==> config.mk <==
export PLATFORM = sky130hd
export DESIGN_NAME = stereo_meter_ballistics_top
export DESIGN_NICKNAME = d
export VERILOG_FILES = /design/src/hdl/smb_pkg.sv /design/src/hdl/stereo_meter_ballistics_top.sv
export VERILOG_INCLUDE_DIRS = /design/src /design/src/hdl
export SDC_FILE = /design/constraint.sdc
export NUM_CORES = 2
export LEC_CHECK = 0
export ABC_AREA = 1
export ABC_CLOCK_PERIOD_IN_PS = 8380
export BUFFER_PORTS_ARGS = -buffer_cell sky130_fd_sc_hd__buf_2
export CAP_MARGIN = 20
export CORE_MARGIN = 8
export CORE_UTILIZATION = 50
export DETAILED_ROUTE_END_ITERATION = 10
export PLACE_DENSITY = 0.69
export SYNTH_ARGS = -nofsm -noshare
export SYNTH_HDL_FRONTEND = slang
export SYNTH_SLANG_ARGS = --single-unit
==> constraint.sdc <==
create_clock -name clk -period 8.38 [get_ports clk]
set_input_delay 0.419 -clock clk [delete_from_list [all_inputs] [get_ports clk]]
set_output_delay 0.419 -clock clk [all_outputs]
set_load 0.05 [all_outputs]
==> src/hdl/stereo_meter_ballistics_top_macros.svh <==
// Assertion macros shared by the stereo meter ballistics RTL.
// Depends on nothing; the using module must provide clk and rst_n.
`ifndef STEREO_METER_BALLISTICS_TOP_MACROS_SVH
`define STEREO_METER_BALLISTICS_TOP_MACROS_SVH

`ifndef SYNTHESIS
// Same-cycle implication, checked on every rising edge outside reset.
`define SMB_ASSERT_IMP(lbl, ante, cons) \
    lbl: assert property (@(posedge clk) disable iff (!rst_n) (ante) |-> (cons)) \
        else $error("smb assertion failed");
// Next-cycle implication, checked on every rising edge outside reset.
`define SMB_ASSERT_NXT(lbl, ante, cons) \
    lbl: assert property (@(posedge clk) disable iff (!rst_n) (ante) |=> (cons)) \
        else $error("smb assertion failed");
`else
`define SMB_ASSERT_IMP(lbl, ante, cons)
`define SMB_ASSERT_NXT(lbl, ante, cons)
`endif

`endif

==> src/hdl/smb_pkg.sv <==
// Package for the stereo meter ballistics block: default widths, reset values,
// register indexes and the sequencer state type. Depends on nothing.
`timescale 1ns / 1ps
`default_nettype none

package smb_pkg;

    localparam int LEVEL_BITS_DEF  = 16;
    localparam int SAMPLE_BITS_DEF = 16;
    localparam int HOLD_BITS_DEF   = 8;

    // Configuration register defaults.
    localparam logic [15:0]        LEVEL_COEF_RST = 16'd16384;
    localparam logic [15:0]        CORR_COEF_RST  = 16'd9830;
    localparam logic [7:0]         HOLD_TICKS_RST = 8'd40;
    localparam logic [12:0]        FALL_STEP_RST  = 13'd230;
    localparam logic signed [15:0] FLOOR_DB_RST   = -16'sd15360;

    // Levels and peaks start at minus 60 dB.
    localparam int RESET_DB    = -15360;
    localparam int ONE_DB      = 256;
    localparam int CORR_MAX    = 32767;
    localparam int COEF_SHIFT  = 16;
    localparam int CFG_DATA_BITS  = 16;
    localparam int CFG_INDEX_BITS = 3;

    typedef enum logic [CFG_INDEX_BITS-1:0] {
        CFG_LEVEL_COEF = 3'd0,
        CFG_CORR_COEF  = 3'd1,
        CFG_HOLD_TICKS = 3'd2,
        CFG_FALL_STEP  = 3'd3,
        CFG_FLOOR_DB   = 3'd4
    } smb_cfg_t;

    typedef enum logic [2:0] {
        ST_IDLE,
        ST_MID,
        ST_SIDE,
        ST_LR,
        ST_INST,
        ST_CMUL,
        ST_CUPD,
        ST_EMIT
    } smb_state_t;

endpackage

`default_nettype wire

==> src/hdl/stereo_meter_ballistics_top.sv <==
// Top level of the stereo meter ballistics block: level smoothing, peak hold
// and phase correlation around one shared multiplier. Depends on smb_pkg and
// stereo_meter_ballistics_top_macros.svh.
`timescale 1ns / 1ps
`default_nettype none
`include "stereo_meter_ballistics_top_macros.svh"

// Each accepted input word (mid and side levels in Q7.8 dB, one left and one
// right sample in Q1.15) yields exactly one output word carrying the smoothed
// levels, the held and falling peaks, the smoothed L*R correlation and the
// two silence flags. All four products (two level updates, L*R and the
// correlation update) go through a single signed multiplier, one product per
// cycle, under a small sequencer, so a word is accepted, worked through the
// states ST_MID to ST_EMIT and handed to the output register; in_ready returns on
// the cycle after, so no new word is taken before the last one has been handed on.
// The output register holds the finished word, so a slow consumer only stalls
// the block when a second word is ready to leave before the first has gone.
// Configuration writes (cfg_valid with cfg_index and cfg_data) are always
// taken at once; they should only be issued while no word is in flight.
// Unknown register indexes are ignored.
module stereo_meter_ballistics_top #(
    parameter int LEVEL_BITS  = smb_pkg::LEVEL_BITS_DEF,
    parameter int SAMPLE_BITS = smb_pkg::SAMPLE_BITS_DEF,
    parameter int HOLD_BITS   = smb_pkg::HOLD_BITS_DEF
) (
    input  wire logic                                clk,
    input  wire logic                                rst_n,
    // Configuration write channel.
    input  wire logic                                cfg_valid,
    output logic                                     cfg_ready,
    input  wire logic [smb_pkg::CFG_INDEX_BITS-1:0]  cfg_index,
    input  wire logic [smb_pkg::CFG_DATA_BITS-1:0]   cfg_data,
    // Input channel.
    input  wire logic                                in_valid,
    output logic                                     in_ready,
    input  wire logic signed [LEVEL_BITS-1:0]        mid_db_in,
    input  wire logic signed [LEVEL_BITS-1:0]        side_db_in,
    input  wire logic signed [SAMPLE_BITS-1:0]       left_sample,
    input  wire logic signed [SAMPLE_BITS-1:0]       right_sample,
    // Output channel.
    output logic                                     out_valid,
    input  wire logic                                out_ready,
    output logic signed [LEVEL_BITS-1:0]             mid_level,
    output logic signed [LEVEL_BITS-1:0]             side_level,
    output logic signed [LEVEL_BITS-1:0]             mid_pk_level,
    output logic signed [LEVEL_BITS-1:0]             side_pk_level,
    output logic signed [15:0]                       correlation,
    output logic                                     mid_silent,
    output logic                                     side_silent
);

    import smb_pkg::*;

    // Internal level width: wide enough for the minus 60 dB reset value even
    // when the level ports are narrower than 16 bits.
    localparam int SW = (LEVEL_BITS > 16) ? LEVEL_BITS : 16;
    // Multiplier operand widths: a level or correlation difference or a sample on
    // side A, a coefficient or a sample on side B.
    localparam int AW = (SW + 1 > SAMPLE_BITS) ? SW + 1 : SAMPLE_BITS;
    localparam int BW = (SAMPLE_BITS > 17) ? SAMPLE_BITS : 17;
    localparam int PW = AW + BW;
    // Rescaling of the L*R product to Q1.15.
    localparam int CSH = 2 * (SAMPLE_BITS - 1) - 15;
    localparam int SHR = (CSH > 0) ? CSH : 0;
    localparam int SHL = (CSH < 0) ? -CSH : 0;

    localparam logic signed [SW+1:0] LVL_MAX =
        ((SW+2)'(1) << (LEVEL_BITS - 1)) - (SW+2)'(1);
    localparam logic signed [SW+1:0] LVL_MIN = -LVL_MAX - (SW+2)'(1);
    localparam logic signed [15:0]   CORR_HI = 16'(CORR_MAX);
    localparam logic signed [15:0]   CORR_LO = -CORR_HI;

    // Sequencer and configuration.
    smb_state_t state_reg, state_next;
    logic [15:0]        level_coef_reg, level_coef_next;
    logic [15:0]        corr_coef_reg, corr_coef_next;
    logic [7:0]         hold_ticks_reg, hold_ticks_next;
    logic [12:0]        fall_step_reg, fall_step_next;
    logic signed [15:0] floor_db_reg, floor_db_next;

    // Ballistics state.
    logic signed [SW-1:0]  mid_sm_reg, mid_sm_next;
    logic signed [SW-1:0]  side_sm_reg, side_sm_next;
    logic signed [SW-1:0]  mid_pk_reg, mid_pk_next;
    logic signed [SW-1:0]  side_pk_reg, side_pk_next;
    logic [HOLD_BITS-1:0]  mid_hold_reg, mid_hold_next;
    logic [HOLD_BITS-1:0]  side_hold_reg, side_hold_next;
    logic signed [15:0]    corr_sm_reg, corr_sm_next;

    // Captured input word and intermediate results.
    logic signed [LEVEL_BITS-1:0]  mid_in_reg, mid_in_next;
    logic signed [LEVEL_BITS-1:0]  side_in_reg, side_in_next;
    logic signed [SAMPLE_BITS-1:0] left_reg, left_next;
    logic signed [SAMPLE_BITS-1:0] right_reg, right_next;
    logic signed [PW-1:0]          prod_reg, prod_next;
    logic signed [15:0]            inst_reg, inst_next;

    // Output register.
    logic                         out_valid_reg, out_valid_next;
    logic signed [LEVEL_BITS-1:0] mid_level_reg, mid_level_next;
    logic signed [LEVEL_BITS-1:0] side_level_reg, side_level_next;
    logic signed [LEVEL_BITS-1:0] mid_pk_out_reg, mid_pk_out_next;
    logic signed [LEVEL_BITS-1:0] side_pk_out_reg, side_pk_out_next;
    logic signed [15:0]           corr_out_reg, corr_out_next;
    logic                         mid_silent_reg, mid_silent_next;
    logic                         side_silent_reg, side_silent_next;

    // Shared multiplier operands.
    logic signed [AW-1:0] mul_a;
    logic signed [BW-1:0] mul_b;

    // Datapath helpers.
    logic signed [PW-1:0]   prod_shift;
    logic signed [SW+1:0]   lvl_sum;
    logic signed [SW-1:0]   lvl_cur;
    logic signed [SW-1:0]   lvl_sat;
    logic signed [SW-1:0]   pk_level;
    logic signed [SW-1:0]   pk_peak;
    logic [HOLD_BITS-1:0]   pk_count;
    logic signed [SW+1:0]   pk_fall;
    logic signed [SW+1:0]   pk_flr;
    logic signed [SW+1:0]   pk_pick;
    logic signed [SW-1:0]   pk_new;
    logic [HOLD_BITS-1:0]   pk_count_new;
    logic signed [PW-1:0]   lr_scaled;
    logic signed [15:0]     inst_clamp;
    logic signed [17:0]     corr_sum;
    logic signed [15:0]     corr_clamp;
    logic signed [SW:0]     silent_thr;

    assign cfg_ready = 1'b1;
    assign in_ready  = (state_reg == ST_IDLE);

    assign out_valid     = out_valid_reg;
    assign mid_level     = mid_level_reg;
    assign side_level    = side_level_reg;
    assign mid_pk_level  = mid_pk_out_reg;
    assign side_pk_level = side_pk_out_reg;
    assign correlation   = corr_out_reg;
    assign mid_silent    = mid_silent_reg;
    assign side_silent   = side_silent_reg;

    // Operand selection for the shared multiplier: one product in each of ST_MID, ST_SIDE, ST_LR and ST_CMUL.
    always_comb
    begin
        case (state_reg)
            ST_MID:
            begin
                mul_a = AW'((SW+1)'(mid_in_reg) - (SW+1)'(mid_sm_reg));
                mul_b = BW'(signed'({1'b0, level_coef_reg}));
            end
            ST_SIDE:
            begin
                mul_a = AW'((SW+1)'(side_in_reg) - (SW+1)'(side_sm_reg));
                mul_b = BW'(signed'({1'b0, level_coef_reg}));
            end
            ST_LR:
            begin
                mul_a = AW'(left_reg);
                mul_b = BW'(right_reg);
            end
            ST_CMUL:
            begin
                mul_a = AW'(17'(inst_reg) - 17'(corr_sm_reg));
                mul_b = BW'(signed'({1'b0, corr_coef_reg}));
            end
            default:
            begin
                mul_a = '0;
                mul_b = '0;
            end
        endcase
    end

    assign prod_next  = mul_a * mul_b;
    assign prod_shift = prod_reg >>> COEF_SHIFT;

    // Level update: the product of the previous state is added back to the
    // level it was taken from and saturated to the level port range.
    assign lvl_cur = (state_reg == ST_LR) ? side_sm_reg : mid_sm_reg;
    assign lvl_sum = (SW+2)'(lvl_cur) + signed'(prod_shift[SW+1:0]);
    assign lvl_sat = (lvl_sum > LVL_MAX) ? SW'(LVL_MAX) :
                     (lvl_sum < LVL_MIN) ? SW'(LVL_MIN) : SW'(lvl_sum);

    // Peak hold unit, shared: mid in ST_LR, side in ST_INST.
    assign pk_level = (state_reg == ST_INST) ? side_sm_reg   : mid_sm_reg;
    assign pk_peak  = (state_reg == ST_INST) ? side_pk_reg   : mid_pk_reg;
    assign pk_count = (state_reg == ST_INST) ? side_hold_reg : mid_hold_reg;
    assign pk_fall  = (SW+2)'(pk_peak) - (SW+2)'(signed'({1'b0, fall_step_reg}));
    assign pk_flr   = (SW+2)'(floor_db_reg);
    assign pk_pick  = (pk_fall > pk_flr) ? pk_fall : pk_flr;

    always_comb
    begin
        if (pk_level > pk_peak)
        begin
            pk_new       = pk_level;
            pk_count_new = HOLD_BITS'(hold_ticks_reg);
        end
        else if (pk_count != '0)
        begin
            pk_new       = pk_peak;
            pk_count_new = pk_count - HOLD_BITS'(1);
        end
        else
        begin
            pk_count_new = pk_count;
            if (pk_pick > LVL_MAX)
                pk_new = SW'(LVL_MAX);
            else if (pk_pick < LVL_MIN)
                pk_new = SW'(LVL_MIN);
            else
                pk_new = SW'(pk_pick);
        end
    end

    // Instantaneous correlation: L*R rescaled to Q1.15 and clamped.
    assign lr_scaled  = (prod_reg >>> SHR) <<< SHL;
    assign inst_clamp = (lr_scaled > PW'(CORR_HI)) ? CORR_HI :
                        (lr_scaled < PW'(CORR_LO)) ? CORR_LO : 16'(lr_scaled);

    // Smoothed correlation update.
    assign corr_sum   = 18'(corr_sm_reg) + signed'(prod_shift[17:0]);
    assign corr_clamp = (corr_sum > 18'(CORR_HI)) ? CORR_HI :
                        (corr_sum < 18'(CORR_LO)) ? CORR_LO : 16'(corr_sum);

    assign silent_thr = (SW+1)'(floor_db_reg) + (SW+1)'(ONE_DB);

    // Sequencer: next state and every register's next value.
    always_comb
    begin
        state_next       = state_reg;
        level_coef_next  = level_coef_reg;
        corr_coef_next   = corr_coef_reg;
        hold_ticks_next  = hold_ticks_reg;
        fall_step_next   = fall_step_reg;
        floor_db_next    = floor_db_reg;
        mid_sm_next      = mid_sm_reg;
        side_sm_next     = side_sm_reg;
        mid_pk_next      = mid_pk_reg;
        side_pk_next     = side_pk_reg;
        mid_hold_next    = mid_hold_reg;
        side_hold_next   = side_hold_reg;
        corr_sm_next     = corr_sm_reg;
        mid_in_next      = mid_in_reg;
        side_in_next     = side_in_reg;
        left_next        = left_reg;
        right_next       = right_reg;
        inst_next        = inst_reg;
        out_valid_next   = out_valid_reg;
        mid_level_next   = mid_level_reg;
        side_level_next  = side_level_reg;
        mid_pk_out_next  = mid_pk_out_reg;
        side_pk_out_next = side_pk_out_reg;
        corr_out_next    = corr_out_reg;
        mid_silent_next  = mid_silent_reg;
        side_silent_next = side_silent_reg;

        if (cfg_valid)
        begin
            case (cfg_index)
                CFG_LEVEL_COEF: level_coef_next = cfg_data;
                CFG_CORR_COEF:  corr_coef_next  = cfg_data;
                CFG_HOLD_TICKS: hold_ticks_next = cfg_data[7:0];
                CFG_FALL_STEP:  fall_step_next  = cfg_data[12:0];
                CFG_FLOOR_DB:   floor_db_next   = signed'(cfg_data);
                default:        ;
            endcase
        end

        if (out_valid_reg && out_ready)
            out_valid_next = 1'b0;

        case (state_reg)
            ST_IDLE:
            begin
                if (in_valid)
                begin
                    mid_in_next  = mid_db_in;
                    side_in_next = side_db_in;
                    left_next    = left_sample;
                    right_next   = right_sample;
                    state_next   = ST_MID;
                end
            end
            ST_MID:
                state_next = ST_SIDE;
            ST_SIDE:
            begin
                mid_sm_next = lvl_sat;
                state_next  = ST_LR;
            end
            ST_LR:
            begin
                side_sm_next  = lvl_sat;
                mid_pk_next   = pk_new;
                mid_hold_next = pk_count_new;
                state_next    = ST_INST;
            end
            ST_INST:
            begin
                inst_next      = inst_clamp;
                side_pk_next   = pk_new;
                side_hold_next = pk_count_new;
                state_next     = ST_CMUL;
            end
            ST_CMUL:
                state_next = ST_CUPD;
            ST_CUPD:
            begin
                corr_sm_next = corr_clamp;
                state_next   = ST_EMIT;
            end
            ST_EMIT:
            begin
                // Wait here while the previous word is still unread.
                if (!out_valid_reg || out_ready)
                begin
                    out_valid_next   = 1'b1;
                    mid_level_next   = mid_sm_reg[LEVEL_BITS-1:0];
                    side_level_next  = side_sm_reg[LEVEL_BITS-1:0];
                    mid_pk_out_next  = mid_pk_reg[LEVEL_BITS-1:0];
                    side_pk_out_next = side_pk_reg[LEVEL_BITS-1:0];
                    corr_out_next    = corr_sm_reg;
                    mid_silent_next  = ((SW+1)'(mid_sm_reg) < silent_thr);
                    side_silent_next = ((SW+1)'(side_sm_reg) < silent_thr);
                    state_next       = ST_IDLE;
                end
            end
            default:
                state_next = ST_IDLE;
        endcase
    end

    // Control and ballistics state, cleared by reset.
    always_ff @(posedge clk or negedge rst_n)
    begin
        if (!rst_n)
        begin
            state_reg      <= ST_IDLE;
            level_coef_reg <= LEVEL_COEF_RST;
            corr_coef_reg  <= CORR_COEF_RST;
            hold_ticks_reg <= HOLD_TICKS_RST;
            fall_step_reg  <= FALL_STEP_RST;
            floor_db_reg   <= FLOOR_DB_RST;
            mid_sm_reg     <= SW'(RESET_DB);
            side_sm_reg    <= SW'(RESET_DB);
            mid_pk_reg     <= SW'(RESET_DB);
            side_pk_reg    <= SW'(RESET_DB);
            mid_hold_reg   <= '0;
            side_hold_reg  <= '0;
            corr_sm_reg    <= '0;
            out_valid_reg  <= 1'b0;
        end
        else
        begin
            state_reg      <= state_next;
            level_coef_reg <= level_coef_next;
            corr_coef_reg  <= corr_coef_next;
            hold_ticks_reg <= hold_ticks_next;
            fall_step_reg  <= fall_step_next;
            floor_db_reg   <= floor_db_next;
            mid_sm_reg     <= mid_sm_next;
            side_sm_reg    <= side_sm_next;
            mid_pk_reg     <= mid_pk_next;
            side_pk_reg    <= side_pk_next;
            mid_hold_reg   <= mid_hold_next;
            side_hold_reg  <= side_hold_next;
            corr_sm_reg    <= corr_sm_next;
            out_valid_reg  <= out_valid_next;
        end
    end

    // Payload registers need no reset.
    always_ff @(posedge clk)
    begin
        mid_in_reg      <= mid_in_next;
        side_in_reg     <= side_in_next;
        left_reg        <= left_next;
        right_reg       <= right_next;
        prod_reg        <= prod_next;
        inst_reg        <= inst_next;
        mid_level_reg   <= mid_level_next;
        side_level_reg  <= side_level_next;
        mid_pk_out_reg  <= mid_pk_out_next;
        side_pk_out_reg <= side_pk_out_next;
        corr_out_reg    <= corr_out_next;
        mid_silent_reg  <= mid_silent_next;
        side_silent_reg <= side_silent_next;
    end

    // An accepted word always starts the mid level product next.
    `SMB_ASSERT_NXT(a_accept_starts, in_valid && in_ready, state_reg == ST_MID)
    // A finished word never overwrites an unread one.
    `SMB_ASSERT_NXT(a_emit_waits, state_reg == ST_EMIT && out_valid_reg && !out_ready,
                    state_reg == ST_EMIT && $stable(mid_level_reg))
    // The smoothed correlation never reaches minus full scale.
    `SMB_ASSERT_IMP(a_corr_range, state_reg == ST_EMIT, corr_sm_reg >= CORR_LO)

endmodule

`default_nettype wire

* Yosys cells after proc, flatten, opt, wreduce, memory -nomap -nowiden *
Cells that the tools add are included.

operators by class
  add/subtract/negate cells = 8
  $mul = 1
  $lt $le $gt $ge = 12
  equal/unequal tests = 13
  muxes and demuxes = 24
  reduce and logical (&&, ||, !) cells = 16

operators with widths
  cell                                                                                number
  16-bit 2-to-1 mux                                                                   12
  17-bit case mux with 4 select lines                                                 1
  18-bit by 16-bit greater-than comparator with 1-bit output (second input constant)  3
  18-bit by 16-bit < comparator with 1-bit output (second input constant)             3
  17-bit case mux with 3 select lines                                                 1
  16-bit by 16-bit subtractor with 17-bit output                                      3
  16-bit by 18-bit adder with 18-bit output                                           2
  16-bit by 17-bit < comparator with 1-bit output                                     2
  17-bit by 17-bit multiplier with 34-bit output                                      1
  8-bit 2-to-1 mux                                                                    3
  3-bit case mux with 8 select lines                                                  1
  19-bit by 16-bit greater-than comparator with 1-bit output (second input constant)  1
  19-bit by 16-bit < comparator with 1-bit output (second input constant)             1
  18-bit 2-to-1 mux                                                                   1
  16-bit by 10-bit adder with 17-bit output (second input constant)                   1
  17-bit by 16-bit greater-than comparator with 1-bit output                          1
  16-bit by 14-bit subtractor with 17-bit output                                      1
  16-bit greater-than comparator                                                      1
  2-bit AND reduction                                                                 8
  3-bit equality test (second input constant)                                         5
  3-bit by 2-bit equality test with 1-bit output (second input constant)              4
  8-bit nonzero test                                                                  1
  8-bit by 1-bit subtractor with 8-bit output (second input constant)                 1
  3-bit by 1-bit equality test with 1-bit output (second input constant)              2
  other kinds (8)                                                                     14

word-level totals
  register bits after elaboration = 365
  input bits = 88
  output and inout bits = 85
  logic and storage cells = 102

* Depth between registers and ports, before layout *
  word-level depth = 10
  depth in mapped cells = 40
  depth with buffers taken out = 40

* Least setup slack after synthesis *
Ideal clock, no wire load.

  kind = register -> register
  from = reg mid_sm_reg[0]
  to = reg prod_reg[31]
  setup time = 0.112 ns
  arrival = 7.593 ns
  required time = 8.268 ns
  setup slack = 0.674 ns
  cell stages (with the launch flop) = 31
  buffers on the path = 0
  period minus slack after synthesis = 7.706 ns
  cell sequence = dfrtp_1 > ha_1 > fa_1 > nor2_1 > o21a_1 > nor2_1 > o21bai_1 > nand3_1 > nand4_1 > or2_2 > nand3_1 > nand4_1 > clkinv_1 > nor2_1 > fa_1 > inv_1 > fa_1 > inv_1 > fa_1 > fa_1 > fa_1 > inv_1 > fa_1 > inv_1 > ha_1 > a21oi_1 > a21boi_0 > nor3_1 > a2111oi_0 > a21o_1 > nand2_1

on the way
  word-level cells in the longest chain between the ends = 3

RTL lines
  element                                         RTL line                            text
  start, declared                                 stereo_meter_ballistics_top.sv:82   logic signed [SW-1:0] mid_sm_reg, mid_sm_next;
  start signal, assigned                          stereo_meter_ballistics_top.sv:346  mid_sm_reg <= SW'(RESET_DB);
  start signal, assigned                          stereo_meter_ballistics_top.sv:363  mid_sm_reg <= mid_sm_next;
  16-bit by 16-bit subtractor with 17-bit output  stereo_meter_ballistics_top.sv:149  mul_a = AW'((SW+1)'(mid_in_reg) - (SW+1)'(mid_sm_reg));
  17-bit case mux with 4 select lines             stereo_meter_ballistics_top.sv:146  case (state_reg)
  17-bit by 17-bit multiplier with 34-bit output  stereo_meter_ballistics_top.sv:175  assign prod_next = mul_a * mul_b;
  via prod_next[31]                               stereo_meter_ballistics_top.sv:95   logic signed [PW-1:0] prod_reg, prod_next;
  end signal, assigned                            stereo_meter_ballistics_top.sv:381  prod_reg <= prod_next;
  end, declared                                   stereo_meter_ballistics_top.sv:95

The timed path passes the listed nets, and every way through them passes these cells.
A chain may end at the register's enable or synchronous reset.

* Final worst setup path *
  from = reg side_sm_reg[0]
  to = reg prod_reg[31]

on the way
  word-level cells in the longest chain between the ends = 3

RTL lines
  element                                         RTL line                            text
  start, declared                                 stereo_meter_ballistics_top.sv:83   logic signed [SW-1:0] side_sm_reg, side_sm_next;
  start signal, assigned                          stereo_meter_ballistics_top.sv:347  side_sm_reg <= SW'(RESET_DB);
  start signal, assigned                          stereo_meter_ballistics_top.sv:364  side_sm_reg <= side_sm_next;
  16-bit by 16-bit subtractor with 17-bit output  stereo_meter_ballistics_top.sv:154  mul_a = AW'((SW+1)'(side_in_reg) - (SW+1)'(side_sm_reg));
  17-bit case mux with 4 select lines             stereo_meter_ballistics_top.sv:146
  17-bit by 17-bit multiplier with 34-bit output  stereo_meter_ballistics_top.sv:175
  via prod_next[31]                               stereo_meter_ballistics_top.sv:95

The timed path passes the listed nets, and every way through them passes these cells.

==> reports/metrics.cfg <==
[status]
outcome = complete, but fails checks
failed_checks = design-rule violations

[sta]
worstMarginPinSlew_ps = 1060
rsz0062_at_grt = false
post-route-min-period_ps = 7990
drv_slew = 0
max_freq_mhz = 125
hold_viol_final = 0
skew_ps = 25.3
relSlewSlack = 0.294
worst_slack_ps = 393
finalSetupTns_ps = 0
period_share = 0.953
setup_violations = 0

[clock_tree]
cts_max_path_buffers = 3
h-tree-depth = 2
cts_tree = yes
clockRootBuffer = clkbuf_16
clkTransAtPathRegs_ps = 70
worstSkewPairLatency_ps = 590
cts.sinks = 350
cts_inserted_buffers = 41

[floorplanning]
core_area_um2 = 63000
start_util = 0.504
die_height_um = 268
die-area_um2 = 71800
rows = 92
ioPinCount = 173
die_width_um = 268

[logic_synthesis]
ys.flop_type = edfxtp_1
synth_warnings = 0
synth_edf_count = 162
ys_ff_latch = 350
ys_seq_area_frac = 0.300
synthDistinctLibCells = 64
synthArstFlopShare = 0.483
synth_cells = 3876
synth_nets = 4508
synth_area_um2 = 31800
avgSynthCellArea_um2 = 8.19

[routing]
wl_um = 98800
firstDrtPassIters = 8
drt_iter0_drc = 2173
wl_per_cell_um = 19.7
vias_per_cell = 5.40
drc = 1
vias = 27051
antenna_left = 0

[critical_path]
crit_path_frequent_cell = fa_1
slowest_stage = fa_1
worstSetupPathType = reg -> reg
cp.arrival_ps = 8450
worst-r2r-setup-slack_ps = 390
cp_data_required_time_ps = 8840
start_kind = flip-flop
slowest_delay_ps = 640
critPathMaxFanout = 6
critPathCaptureType = flip-flop

[placed_design]
io_buffers = 171
pre_cts_slack_ps = 73.3
dp_hpwl_um = 79400
gp_congestion = 0.993

[finish]
layout-drive-gt1-share = 0.110
regArea_um2 = 9510
antenna-diode-count = 0
final_common_cell = nand2_1
largest_reg_flops = 19
fin_nets = 4761
fillers = 5836
area_growth_pct = 13.3
multi_input_area_um2 = 19300
final_cell_mix = nand2_1 (925), inv_1 (694), nor2_1 (325)

[global_routing]
grt_pass1_vias = 26513
grt_pass1_wl_um = 153000
grt_usage = 0.276
gr-total-overflow = 0
grt_max_degree = 89
antenna_found_initial = 2

[job]
max_cap_violations = 0

[min_path]
hp-class = in -> reg

==> worst max-delay path: cells and delay by family (launching register included) <==
family                     cells  cell delay (ps)
adders and majority gates      9             4290
AOI/OAI and AO/OA              6             1190
buffers and inverters          8             1090
and+or+nand+nor               10              900
DFF                            1              380
==> kinds of logic (layout without fill, tap and decap cells) <==
family / after synthesis / after routing / share of synthesized area
xor gates and xnor gates: 76 / 76 / 0.0210
adders and majority gates: 544 / 544 / 0.286
and+or+nand+nor: 1522 / 1522 / 0.196
AOI/OAI and AO/OA: 582 / 582 / 0.101
DFF: 350 / 350 / 0.300
other: 1 / 1 / 0.000118
buffers and inverters: 799 / 1085 / 0.0957
muxes: 2 / 2 / 0.000630
==> path summary, 6_finish.rpt <==
kind,startpoint,endpoint,depth (start not counted)
setup / recovery,side_sm_reg[0]$_DFFE_PN0P_,prod_reg[31]$_DFF_P_,33
hold / removal,side_db_in[9],side_in_reg[9]$_DFFE_PP_,1
setup reg to reg,side_sm_reg[0]$_DFFE_PN0P_,prod_reg[31]$_DFF_P_,33
hold reg to reg,mid_pk_reg[1]$_DFFE_PN0P_,mid_pk_level[1]$_DFFE_PP_,0
max in group asynchronous,rst_n,corr_coef_reg[5]$_DFFE_PN1P_,4
min in group asynchronous,rst_n,mid_pk_reg[4]$_DFFE_PN0P_,2
==> synth_stat cells, drive strengths merged, types with 3 or more instances <==
cell type,number,area [µm²]
dfxtp,19,380
o22ai,3,18.8
clkbuf,70,264
a211oi,5,37.5
nand3b,11,86.3
a2111oi,3,26.3
buf,22,120
a31oi,12,75.1
a31o,3,26.3
o21ai,271,1370
o21bai,13,97.6
nor4,10,62.6
a21o,15,113
o31ai,6,45.0
a21oi,206,1030
a22o,14,123
edfxtp,162,4860
o211ai,6,45.0
nor3,30,150
xnor2,27,236
dfrtp,139,3480
xor2,49,429
nand4,27,175
fa,302,6050
nand2,931,3510
or2,45,282
dfstp,30,788
nor2,334,1280
nand3,130,661
inv,701,2630
a21boi,6,45.1
o2111ai,4,35.0
clkinv,6,22.5
o21a,8,60.1
ha,242,3030
==> per-layer routing <==
| metal | routed length [µm] | track usage |
|---|---|---|
| met5 | 12 | 0 |
| met3 | 7740 | 0.0431 |
| met2 | 46300 | 0.455 |
| met1 | 40900 | 0.368 |
| met4 | 3800 | 0.0987 |
==> timing repair <==
| item | 4_1_cts | 5_1_grt |
|---|---|---|
| hold buffers | 27 | 0 |
| buffers inserted | 0 | 3 |
| hold endpoints to repair | 97 | 0 |
| gates resized for setup | 0 | 16 |
| setup endpoints to repair | 0 | 18 |
==> layout make-up <==
type                    count  area share
clock buffers              49      0.0305
clock inverters            27      0.0115
inverters                 707      0.0741
multi-input cells        2727       0.535
flip-flops and latches    350       0.264
well taps                 846      0.0294
repair buffers            301      0.0546
repair inverters            1    0.000139
==> through the flow <==
step | hold WS, ps | util | std cells | instance area (µm²)
floorplan | 123 | - | 3876 | 31800
global placement | 456 | 0.541 | 4899 | 34100
detailed placement | 460 | 0.541 | 4899 | 34100
CTS | 0.0299 | 0.570 | 5002 | 35900
global route | 3.95 | 0.571 | 5008 | 36000
finish | 22.5 | 0.571 | 5008 | 36000
Power is not shown: default switching activity piles up to over one toggle a cycle in this logic, so the estimate is an artifact.
